<file path="src/rtl/core/assert_macros.svh">
// assertion macros shared by the search block
// expects clk and arst_n in the scope of the module that includes it
`ifndef ASSERT_MACROS_SVH
`define ASSERT_MACROS_SVH

// plain property checked at every edge outside reset
`define FSMS_ASSERT(lbl, prop) \
	lbl: assert property (@(posedge clk) disable iff (!arst_n) (prop)) \
		else $error("search block assertion failed");

// overlapping implication
`define FSMS_ASSERT_IMPL(lbl, ante, cons) \
	lbl: assert property (@(posedge clk) disable iff (!arst_n) (ante) |-> (cons)) \
		else $error("search block assertion failed");

// next-cycle implication
`define FSMS_ASSERT_NEXT(lbl, ante, cons) \
	lbl: assert property (@(posedge clk) disable iff (!arst_n) (ante) |=> (cons)) \
		else $error("search block assertion failed");

`endif

</file>
<file path="src/rtl/core/fsms_pkg.sv">
// types and fixed widths for the first substring match search block
// used by fsms_cell and first_substring_match_search
package fsms_pkg;

	localparam int SYM_W = 8;
	localparam int POS_W = 24;

	typedef logic [SYM_W-1:0] sym_t;

	typedef struct packed {
		logic load;   // take a pattern symbol from the left neighbor
		logic shift;  // take a reference symbol from the left neighbor
		logic clear;  // drop the reference window
	} cell_ctrl_t;

endpackage

</file>
<file path="src/rtl/core/fsms_cell.sv">
// one cell of the compare chain: a pattern symbol, a reference symbol and flags
// depends on fsms_pkg
module fsms_cell (
	input  logic                   clk,
	input  logic                   arst_n,
	input  fsms_pkg::cell_ctrl_t   ctrl,
	input  fsms_pkg::sym_t         pat_in,
	input  logic                   act_in,
	input  fsms_pkg::sym_t         ref_in,
	input  logic                   rv_in,
	output fsms_pkg::sym_t         pat_out,
	output logic                   act_out,
	output fsms_pkg::sym_t         ref_out,
	output logic                   rv_out,
	output logic                   hit
);

	fsms_pkg::sym_t pat_q;
	fsms_pkg::sym_t ref_q;
	logic           act_q;
	logic           rv_q;

	always_ff @(posedge clk or negedge arst_n) begin
		if (!arst_n) begin
			act_q <= 1'b0;
			rv_q  <= 1'b0;
		end else begin
			if (ctrl.load) begin
				act_q <= act_in;
			end
			if (ctrl.clear) begin
				rv_q <= 1'b0;
			end else if (ctrl.shift) begin
				rv_q <= rv_in;
			end
		end
	end

	always_ff @(posedge clk) begin
		if (ctrl.load) begin
			pat_q <= pat_in;
		end
		if (ctrl.shift) begin
			ref_q <= ref_in;
		end
	end

	// compare against the symbol about to enter this cell
	assign hit     = !act_q || (rv_in && (ref_in == pat_q));
	assign pat_out = pat_q;
	assign act_out = act_q;
	assign ref_out = ref_q;
	assign rv_out  = rv_q;

endmodule

</file>
<file path="src/rtl/core/first_substring_match_search.sv">
// Finds the first place where a loaded byte pattern occurs in a streamed reference.
// Words with tuser[0]=0 load pattern symbols (tuser[1] restarts the pattern); words
// with tuser[0]=1 are reference symbols, and tlast marks the end of a reference.
// One result word comes at the first full match (found=1, start position), or on
// the last reference symbol if nothing matched (found=0, position 0). The block
// takes one word every cycle: a row of PATTERN_MAX cells holds the pattern and the
// newest reference symbols, and every cell compares its incoming symbol in the
// cycle the word is accepted, so the result sits in the output register in the next
// cycle. Input is taken whenever that register is empty or being emptied.
// Depends on fsms_pkg, fsms_cell and assert_macros.svh.
module first_substring_match_search #(
	parameter int PATTERN_MAX   = 64,
	parameter int POSITION_BITS = 24
) (
	input  logic        clk,
	input  logic        arst_n,
	input  logic        s_tvalid,
	output logic        s_tready,
	input  logic [7:0]  s_tdata,   // symbol
	input  logic [1:0]  s_tuser,   // req_type, first_of_pattern
	input  logic        s_tlast,   // last_of_reference
	output logic        m_tvalid,
	input  logic        m_tready,
	output logic [23:0] m_tdata,   // position
	output logic        m_tuser    // found
);

	localparam int LEN_W = $clog2(PATTERN_MAX + 1);
	localparam int CW    = (POSITION_BITS > LEN_W) ? POSITION_BITS : LEN_W;
	localparam int OW    = fsms_pkg::POS_W;

	logic                     acc;
	logic                     is_pat;
	logic                     is_ref;
	logic                     first;
	logic                     last;
	fsms_pkg::cell_ctrl_t     ctrl;

	fsms_pkg::sym_t           pat_chain [PATTERN_MAX];
	fsms_pkg::sym_t           ref_chain [PATTERN_MAX];
	logic [PATTERN_MAX-1:0]   act_chain;
	logic [PATTERN_MAX-1:0]   rv_chain;
	logic [PATTERN_MAX-1:0]   hits;

	logic [LEN_W-1:0]         len_q;
	logic [POSITION_BITS-1:0] seen_q;
	logic [POSITION_BITS-1:0] seen_nxt;
	logic                     reported_q;
	logic                     match;
	logic                     res_found;
	logic                     res_none;
	logic [CW-1:0]            start;
	logic [OW+CW-1:0]         start_ext;

	logic                     out_vld_q;
	logic                     out_found_q;
	logic [OW-1:0]            out_pos_q;

	assign s_tready = !out_vld_q || m_tready;
	assign acc      = s_tvalid && s_tready;
	assign is_pat   = !s_tuser[0];
	assign is_ref   = s_tuser[0];
	assign first    = s_tuser[1];
	assign last     = s_tlast;

	always_comb begin
		ctrl.load  = acc && is_pat && (first || !act_chain[PATTERN_MAX-1]);
		ctrl.shift = acc && is_ref && !last;
		ctrl.clear = acc && (is_pat || last);
	end

	for (genvar i = 0; i < PATTERN_MAX; i++) begin : g_cell
		fsms_pkg::sym_t pat_in;
		fsms_pkg::sym_t ref_in;
		logic           act_in;
		logic           rv_in;

		if (i == 0) begin : g_head
			assign pat_in = s_tdata;
			assign ref_in = s_tdata;
			assign act_in = 1'b1;
			assign rv_in  = 1'b1;
		end else begin : g_body
			assign pat_in = pat_chain[i-1];
			assign ref_in = ref_chain[i-1];
			assign act_in = act_chain[i-1] && !first;
			assign rv_in  = rv_chain[i-1];
		end

		fsms_cell u_cell (
			.clk     (clk),
			.arst_n  (arst_n),
			.ctrl    (ctrl),
			.pat_in  (pat_in),
			.act_in  (act_in),
			.ref_in  (ref_in),
			.rv_in   (rv_in),
			.pat_out (pat_chain[i]),
			.act_out (act_chain[i]),
			.ref_out (ref_chain[i]),
			.rv_out  (rv_chain[i]),
			.hit     (hits[i])
		);
	end

	assign seen_nxt  = (seen_q == {POSITION_BITS{1'b1}}) ? seen_q
	                 : seen_q + POSITION_BITS'(1);
	assign match     = act_chain[0] && (&hits) && (CW'(seen_nxt) >= CW'(len_q));
	assign res_found = is_ref && !reported_q && match;
	assign res_none  = is_ref && last && !reported_q && !match;
	assign start     = CW'(seen_nxt) - CW'(len_q);
	assign start_ext = {{OW{1'b0}}, start};

	always_ff @(posedge clk or negedge arst_n) begin
		if (!arst_n) begin
			len_q      <= '0;
			seen_q     <= '0;
			reported_q <= 1'b0;
			out_vld_q  <= 1'b0;
		end else begin
			if (ctrl.load) begin
				len_q <= first ? LEN_W'(1) : len_q + LEN_W'(1);
			end
			if (ctrl.clear) begin
				seen_q     <= '0;
				reported_q <= 1'b0;
			end else if (ctrl.shift) begin
				seen_q <= seen_nxt;
				if (res_found) begin
					reported_q <= 1'b1;
				end
			end
			if (acc && (res_found || res_none)) begin
				out_vld_q <= 1'b1;
			end else if (m_tready) begin
				out_vld_q <= 1'b0;
			end
		end
	end

	always_ff @(posedge clk) begin
		if (acc && (res_found || res_none)) begin
			out_found_q <= res_found;
			out_pos_q   <= res_found ? start_ext[OW-1:0] : '0;
		end
	end

	assign m_tvalid = out_vld_q;
	assign m_tdata  = out_pos_q;
	assign m_tuser  = out_found_q;

	`include "assert_macros.svh"

	`FSMS_ASSERT_IMPL(a_none_pos_zero, m_tvalid && !m_tuser, m_tdata == '0)
	`FSMS_ASSERT(a_len_act, act_chain[0] == (len_q != '0))
	`FSMS_ASSERT_IMPL(a_reported_seen, reported_q, CW'(seen_q) >= CW'(len_q))
	`FSMS_ASSERT_NEXT(a_pat_restarts, acc && is_pat, !reported_q && (seen_q == '0))

endmodule
</file>
<file path="config.mk">
export PLATFORM = sky130hd
export DESIGN_NAME = first_substring_match_search
export DESIGN_NICKNAME = d
export VERILOG_FILES = /design/src/rtl/core/fsms_pkg.sv /design/src/rtl/core/fsms_cell.sv /design/src/rtl/core/first_substring_match_search.sv
export VERILOG_INCLUDE_DIRS = /design/src /design/src/rtl/core
export SDC_FILE = /design/constraint.sdc
export NUM_CORES = 1
export LEC_CHECK = 0
export ABC_AREA = 1
export BUFFER_PORTS_ARGS = -buffer_cell sky130_fd_sc_hd__buf_2
export CORE_ASPECT_RATIO = 1.1
export CORE_UTILIZATION = 59
export CTS_CLUSTER_DIAMETER = 30
export DETAILED_ROUTE_END_ITERATION = 10
export HOLD_SLACK_MARGIN = 0.15
export PLACE_DENSITY = 0.82
export SYNTH_ARGS = -nofsm -noshare
export SYNTH_HDL_FRONTEND = slang
export SYNTH_SLANG_ARGS = --single-unit
</file>
<file path="constraint.sdc">
create_clock -name clk -period 17.8 [get_ports clk]
set_input_delay 2.67 -clock clk [delete_from_list [all_inputs] [get_ports clk]]
set_output_delay 2.67 -clock clk [all_outputs]
set_load 0.01 [all_outputs]
</file>
==> impl_metrics.env, run 1 <==
export IMPL_worstMarginPinSlew_ns=1.27
export IMPL_fp_coreArea_um2=80500
export IMPL_grt_antenna_before_repair=0
export IMPL_dp_hpwl_um=60600
export IMPL_ys_flop_type="edfxtp_1"
export IMPL_dp_worst_setup_slack_ns=10.30
export IMPL_die_w_um=274
export IMPL_arrival_ns=7.22
export IMPL_setup_tns_ns=0
export IMPL_worstReg2RegEnd="g_cell[11].u_cell.pat_out[1]$_DFFE_PP_"
export IMPL_grt_remaining_overflow=0
export IMPL_nets=4218
export IMPL_grt_pass1_vias=31848
export IMPL_clk_path_buf_depth=3
export IMPL_max_cap_violations=0
export IMPL_drive_above_1_share_pct=12.3
export IMPL_wire_per_inst_um=19.7
export IMPL_min_period_ns=6.88
export IMPL_slew_headroom_pct=15.3
export IMPL_clock_skew_ns=0.0545
export IMPL_hold_start="g_cell[53].u_cell.ref_out[1]$_DFFE_PP_"
export IMPL_drt_iter0_markers=3310
export IMPL_grt_start_max_net_pins=187
export IMPL_setup_viol=0
export IMPL_synth_nets=4010
export IMPL_critical_path_max_fanout=161
export IMPL_clk_latency_ns=0.77
export IMPL_synth_area_um2=48100
export IMPL_syn2layout_area_growth_pct=17.1
export IMPL_syn_inst=3985
export IMPL_cts_hold_buffers=0
export IMPL_worstSetupEndpointType="flop"
export IMPL_status="complete, but fails checks"
export IMPL_crit_path_start_kind="primary input"
export IMPL_vias=30052
export IMPL_crit_slowest_cell="buf_4"
export IMPL_grtUsageTotal_pct=26.3
export IMPL_path_cells="buf_2, inv_1, nand2_1, nand2_1, nor3_4, buf_12, buf_4, buf_4, buf_4"
export IMPL_synth_seq_cells=1201
export IMPL_wl_um=107000
export IMPL_p_per_area_nw_per_um2=135
export IMPL_synth_seq_area_share_pct=73.3
export IMPL_r2r_slack_ns=12.54
export IMPL_cts_setup_buffers=0
export IMPL_timing_fmax_mhz=145
export IMPL_ant_nets=0
export IMPL_finalHoldViolCount=0
export IMPL_synth_distinct_cells=40
export IMPL_fin_ws_ns=10.92
export IMPL_clk_pin_slew_ns=0.05
export IMPL_cpPeakStageDelay_ns=1.03
export IMPL_synth_edff_count=1041
export IMPL_num_rows=109
export IMPL_avgSynthCellArea_um2=12.1
export IMPL_clockRootBuffer="clkbuf_16"
export IMPL_worstReg2RegStart="m_tvalid$_DFFE_PN0P_"
export IMPL_die_h_um=301
export IMPL_async_flop_share_pct=13.3
export IMPL_grt_pass1_wl_um=166000
export IMPL_cp_common_cell="buf_4"
export IMPL_drtPass1Iterations=9
export IMPL_start_util_pct=59.8
export IMPL_violations="design-rule violations"
export IMPL_synth_warnings=0
export IMPL_layout_worst_path_cycle_share_pct=38.7
export IMPL_cts_resized_gates=0
export IMPL_cts_sinks=1201
export IMPL_r2r_cells=7
export IMPL_dieArea_um2=82700
export IMPL_io_buffers=41
export IMPL_vias_per_cell=5.55
export IMPL_cts_tree="done"
export IMPL_hold_class="flop to flop"
export IMPL_num_io_pins=42
export IMPL_ir_drop_mv=0.112
export IMPL_h_tree_depth=4
export IMPL_critPathKind="primary input to flop"
export IMPL_hold_end="g_cell[54].u_cell.ref_out[1]$_DFFE_PP_"
export IMPL_antennaDiodeCount=0
export IMPL_gp_congestion=0.846
export IMPL_cts_buffers=186
export IMPL_route_detailed_drc=2
export IMPL_whs_path_depth=0
export IMPL_p_leak_nw=22.8
export IMPL_rsz0062_at_grt="no"
export IMPL_cp_required_ns=18.14
export IMPL_maxSlewViolCount=0
## routing by layer
layer | share of wire, % | global-route usage (%) | vias up
met3 | 7.2 | 4.96 | 329
met1 | 35 | 29.6 | 14653
met4 | 5.2 | 14.7 | 0
met5 | 0 | 0 | -
li1 | - | - | 13637
met2 | 53 | 46.8 | 1433
## worst max-delay path by stage
stage	startpoint	end	slack, ns	depth (start not counted)
after floorplan	m_tready	g_cell[0].u_cell.pat_out[0]$_DFFE_PP_	7.31	5
after global placement	m_tready	g_cell[16].u_cell.pat_out[0]$_DFFE_PP_	10.36	9
after detailed placement	m_tready	g_cell[17].u_cell.pat_out[0]$_DFFE_PP_	10.30	9
after CTS	m_tready	g_cell[11].u_cell.pat_out[1]$_DFFE_PP_	11.06	9
after global routing	m_tready	g_cell[11].u_cell.pat_out[1]$_DFFE_PP_	10.68	9
final	m_tready	g_cell[11].u_cell.pat_out[1]$_DFFE_PP_	10.92	9
## flip-flops by register name, summed over array words and instances (netlist names)
name / cells
m_tvalid: 1
seen_q: 24
m_tdata: 24
g_cell.u_cell.pat_out: 512
len_q: 7
g_cell.u_cell.rv_out: 63
reported_q: 1
m_tuser: 1
g_cell.u_cell.act_out: 64
g_cell.u_cell.ref_out: 504
## layout make-up
cell class	count	area (um2)
Clock buffer	216	4940
Clock inverter	135	1740
Fill cell	4755	24200
Inverter	729	2740
Multi-Input combinational cell	2020	9950
Sequential cell	1201	35300
Tap cell	1054	1320
Timing Repair Buffer	55	357
## worst max-delay path: cells and delay by family
kind | cells | cell delay [ns]
AND/OR/NAND/NOR | 3 | 0.67
buffers and inverters | 6 | 3.59
## metrics by stage
stage	instance area, um2	hold WS, ns	power, W	instances	utilization, %
after detailed placement	49600	0.432	0.00386	5059	61.7
after CTS	56300	0.408	0.00765	5410	70.0
after global routing	56300	0.420	0.00783	5410	70.0
after global placement	49600	0.427	0.00383	5059	61.7
final	56300	0.404	0.00762	5410	70.0
after floorplan	48100	0.426	0.00375	3985	-
## synth_stat cells, types with 30 or more instances
library cell  count  area share (%)
a21oi_1          37            0.39
clkbuf_1         30            0.23
dfrtp_1         160             8.3
edfxtp_1       1041              65
inv_1           724             5.7
nand2_1         882             6.9
nand3_1         146             1.5
nand4_1          52            0.68
nor2_1          311             2.4
nor3_1           30            0.31
o21ai_0          76            0.79
o22ai_1         142             1.8
or2_2           105             1.4
xnor2_1         151             2.7
## logic make-up (layout without fill, tap and decap cells)
group	Yosys count	in the layout	share of synthesized area, %
AND/OR/NAND/NOR	1565	1565	13.9
flip-flops	1201	1201	73.3
buffers and inverters	764	1135	6.03
AO/OA/AOI/OAI	271	271	3.29
XOR/XNOR	174	174	3.17
adder cells (fa/ha/maj)	10	10	0.276
## placed cells by master, fill, tap and decap left out, types with 25 or more instances in the layout
cell / instances
inv_1: 722
o21ai_0: 76
nor3_1: 30
nor2_1: 310
a21oi_1: 37
nand4_1: 52
xnor2_1: 151
o22ai_1: 142
or2_2: 105
buf_2: 40
nand2_1: 882
bufinv_16: 25
dfrtp_1: 160
clkbuf_16: 188
edfxtp_1: 1041
nand3_1: 146
clkinv_2: 27
## where the power goes
part           leakage [nW]  switching (W)  total [W]  internal, W
clock                  3.22        0.00139    0.00378      0.00239
combinational          7.57       0.000326   0.000473     0.000147
sequential             12.0       0.000112    0.00337      0.00326
Note: power is estimated with default switching activity, not from simulation.
==> run 2: changes to the inputs <==
==> constraint.sdc (replaced) <==
create_clock -name clk -period 6.5 [get_ports clk]
set_input_delay 0.975 -clock clk [delete_from_list [all_inputs] [get_ports clk]]
set_output_delay 0.975 -clock clk [all_outputs]
set_load 0.01 [all_outputs]
==> impl_metrics.env, run 2 (synthesis gave the netlist of run 1 again) <==
export IMPL_cts_sinks=1201
export IMPL_drt_iter0_markers=2847
export IMPL_arrival_ns=4.84
export IMPL_grt_start_max_net_pins=157
export IMPL_layout_worst_path_cycle_share_pct=68.8
export IMPL_cp_common_cell="nand2_1"
export IMPL_wl_um=106000
export IMPL_post_route_util_pct=69.6
export IMPL_worstSetupEndpointType="flop"
export IMPL_cts_resized_gates=0
export IMPL_final_common_cell="edfxtp_1"
export IMPL_grt_pass1_wl_um=164000
export IMPL_ant_nets=0
export IMPL_num_rows=109
export IMPL_grt_remaining_overflow=0
export IMPL_clk_latency_ns=0.76
export IMPL_hold_class="primary input to asynchronous set/reset pin"
export IMPL_critical_path_max_fanout=25
export IMPL_path_cells="ha_1, nand3_2, inv_2, nand2_4, nor2_1, nand3_1, o21ai_0, fa_1, nand3_1, nand2_1, nand3_1, nand2_1, nand2_1, nand2_2, nor2_4, nand4_4, nand2_1, nand2_1, nand3_1, inv_1"
export IMPL_start_util_pct=59.8
export IMPL_clk_pin_slew_ns=0.06
export IMPL_finalHoldViolCount=0
export IMPL_critPathKind="flop to flop"
export IMPL_status="complete, but fails checks"
export IMPL_h_tree_depth=4
export IMPL_grt_pass1_vias=31394
export IMPL_violations="design-rule violations"
export IMPL_cts_setup_buffers=0
export IMPL_clockRootBuffer="clkbuf_16"
export IMPL_setup_tns_ns=0
export IMPL_clock_skew_ns=0.0433
export IMPL_num_io_pins=42
export IMPL_min_period_ns=4.47
export IMPL_grt_antenna_before_repair=3
export IMPL_dp_worst_setup_slack_ns=2.10
export IMPL_cp_required_ns=6.86
export IMPL_crit_slowest_cell="inv_1"
export IMPL_timing_fmax_mhz=224
export IMPL_syn2layout_area_growth_pct=16.4
export IMPL_drive_above_1_share_pct=11.9
export IMPL_die_h_um=301
export IMPL_vias_per_cell=5.50
export IMPL_largest_register_ff_count=512
export IMPL_dieArea_um2=82700
export IMPL_worstMarginPinSlew_ns=1.24
export IMPL_layout_common_cells="edfxtp_1, nand2_1, inv_1, nor2_1, clkbuf_16"
export IMPL_drtPass1Iterations=8
export IMPL_setup_viol=0
export IMPL_p_leak_nw=22.6
export IMPL_slew_headroom_pct=17.3
export IMPL_dp_hpwl_um=62200
export IMPL_vias=29681
export IMPL_ir_drop_mv=0.308
export IMPL_crit_path_start_kind="flop"
export IMPL_nets=4213
export IMPL_die_w_um=274
export IMPL_fp_coreArea_um2=80500
export IMPL_p_per_area_nw_per_um2=364
export IMPL_maxSlewViolCount=0
export IMPL_max_cap_violations=0
export IMPL_rsz0062_at_grt="no"
export IMPL_gp_congestion=0.884
export IMPL_cts_hold_buffers=0
export IMPL_wire_per_inst_um=19.6
export IMPL_cts_tree="done"
export IMPL_clk_path_buf_depth=3
export IMPL_fill_cells=4901
export IMPL_cts_buffers=177
export IMPL_holdWs_ns=0.404
export IMPL_cpPeakStageDelay_ns=0.71
export IMPL_fin_ws_ns=2.03
export IMPL_route_detailed_drc=4
export IMPL_grtUsageTotal_pct=26.2
export IMPL_io_buffers=41
-- run 2: changes by cell type in the layout (fill, tap and decap cells not counted), moves of 2 or more --
cell | previous run | this run
buf_12 | 3 | 6
clkbuf_8 | 14 | 3
clkinv_1 | 8 | 16
clkinvlp_4 | 18 | 21
clkinv_4 | 20 | 16
inv_6 | 23 | 20
clkinv_2 | 27 | 29
clkbuf_16 | 188 | 181
-- run 2: per-stage QoR --
step	total power [W]	cell area [um2]	instances
after floorplan	0.0102	48100	3985
after detailed placement	0.0106	49700	5063
after global routing	0.0210	56000	5399
final	0.0204	56000	5400
after CTS	0.0204	56000	5399
after global placement	0.0105	49700	5063
-- run 2: layout make-up --
| cell class | count | area, um2 | area share, % |
|---|---|---|---|
| sequential | 1201 | 35300 | 63.0 |
| multi-input combinational | 2020 | 9950 | 17.8 |
| clock buffer | 197 | 4610 | 8.23 |
| inverter | 729 | 2740 | 4.89 |
| clock inverter | 139 | 1690 | 3.02 |
| tap | 1054 | 1320 | 2.36 |
| timing repair buffer | 59 | 424 | 0.757 |
| antenna | 1 | 2.50 | 0.00447 |
-- run 2: path summary, 6_finish.rpt --
| kind | depth (start not counted) | slack, ns | end | start |
|---|---|---|---|---|
| hold / removal | 1 | 0.40 | g_cell[54].u_cell.rv_out$_DFFE_PN0P_ | arst_n |
| hold reg to reg | 0 | 0.43 | g_cell[13].u_cell.ref_out[1]$_DFFE_PP_ | g_cell[12].u_cell.ref_out[1]$_DFFE_PP_ |
| min in group clk | 1 | 0.41 | g_cell[0].u_cell.ref_out[2]$_DFFE_PP_ | s_tdata[2] |
| max in group asynchronous | 2 | 4.72 | g_cell[36].u_cell.act_out$_DFFE_PN0P_ | arst_n |
| setup / recovery | 20 | 2.03 | m_tdata[11]$_SDFFCE_PN0P_ | seen_q[0]$_DFFE_PN0P_ |
| setup reg to reg | 20 | 2.03 | m_tdata[11]$_SDFFCE_PN0P_ | seen_q[0]$_DFFE_PN0P_ |
-- run 2: where the power goes --
| part | leakage (nW) | switching [W] | internal [W] |
|---|---|---|---|
| Clock | 3.02 | 0.00368 | 0.00621 |
| Combinational | 7.60 | 0.000884 | 0.000408 |
| Sequential | 12.0 | 0.000302 | 0.00891 |
| Total | 22.6 | 0.00487 | 0.0155 |
-- run 2: layer usage --
layer | part of all wire, % | vias up | GRT usage, %
met4 | 4.1 | 4 | 12.4
met5 | 0.025 | - | 0
met1 | 36 | 14561 | 29.5
li1 | - | 13632 | -
met2 | 53 | 1177 | 47.0
met3 | 6.7 | 307 | 5.76
-- run 2: critical path, delay by kind of cell (launching register included) --
kind / cells / cell delay, ns
and+or+nand+nor: 15 / 1.63
AOI/OAI and AO/OA: 1 / 0.48
DFF: 1 / 0.48
buffers and inverters: 2 / 0.83
adders and majority gates: 2 / 0.64
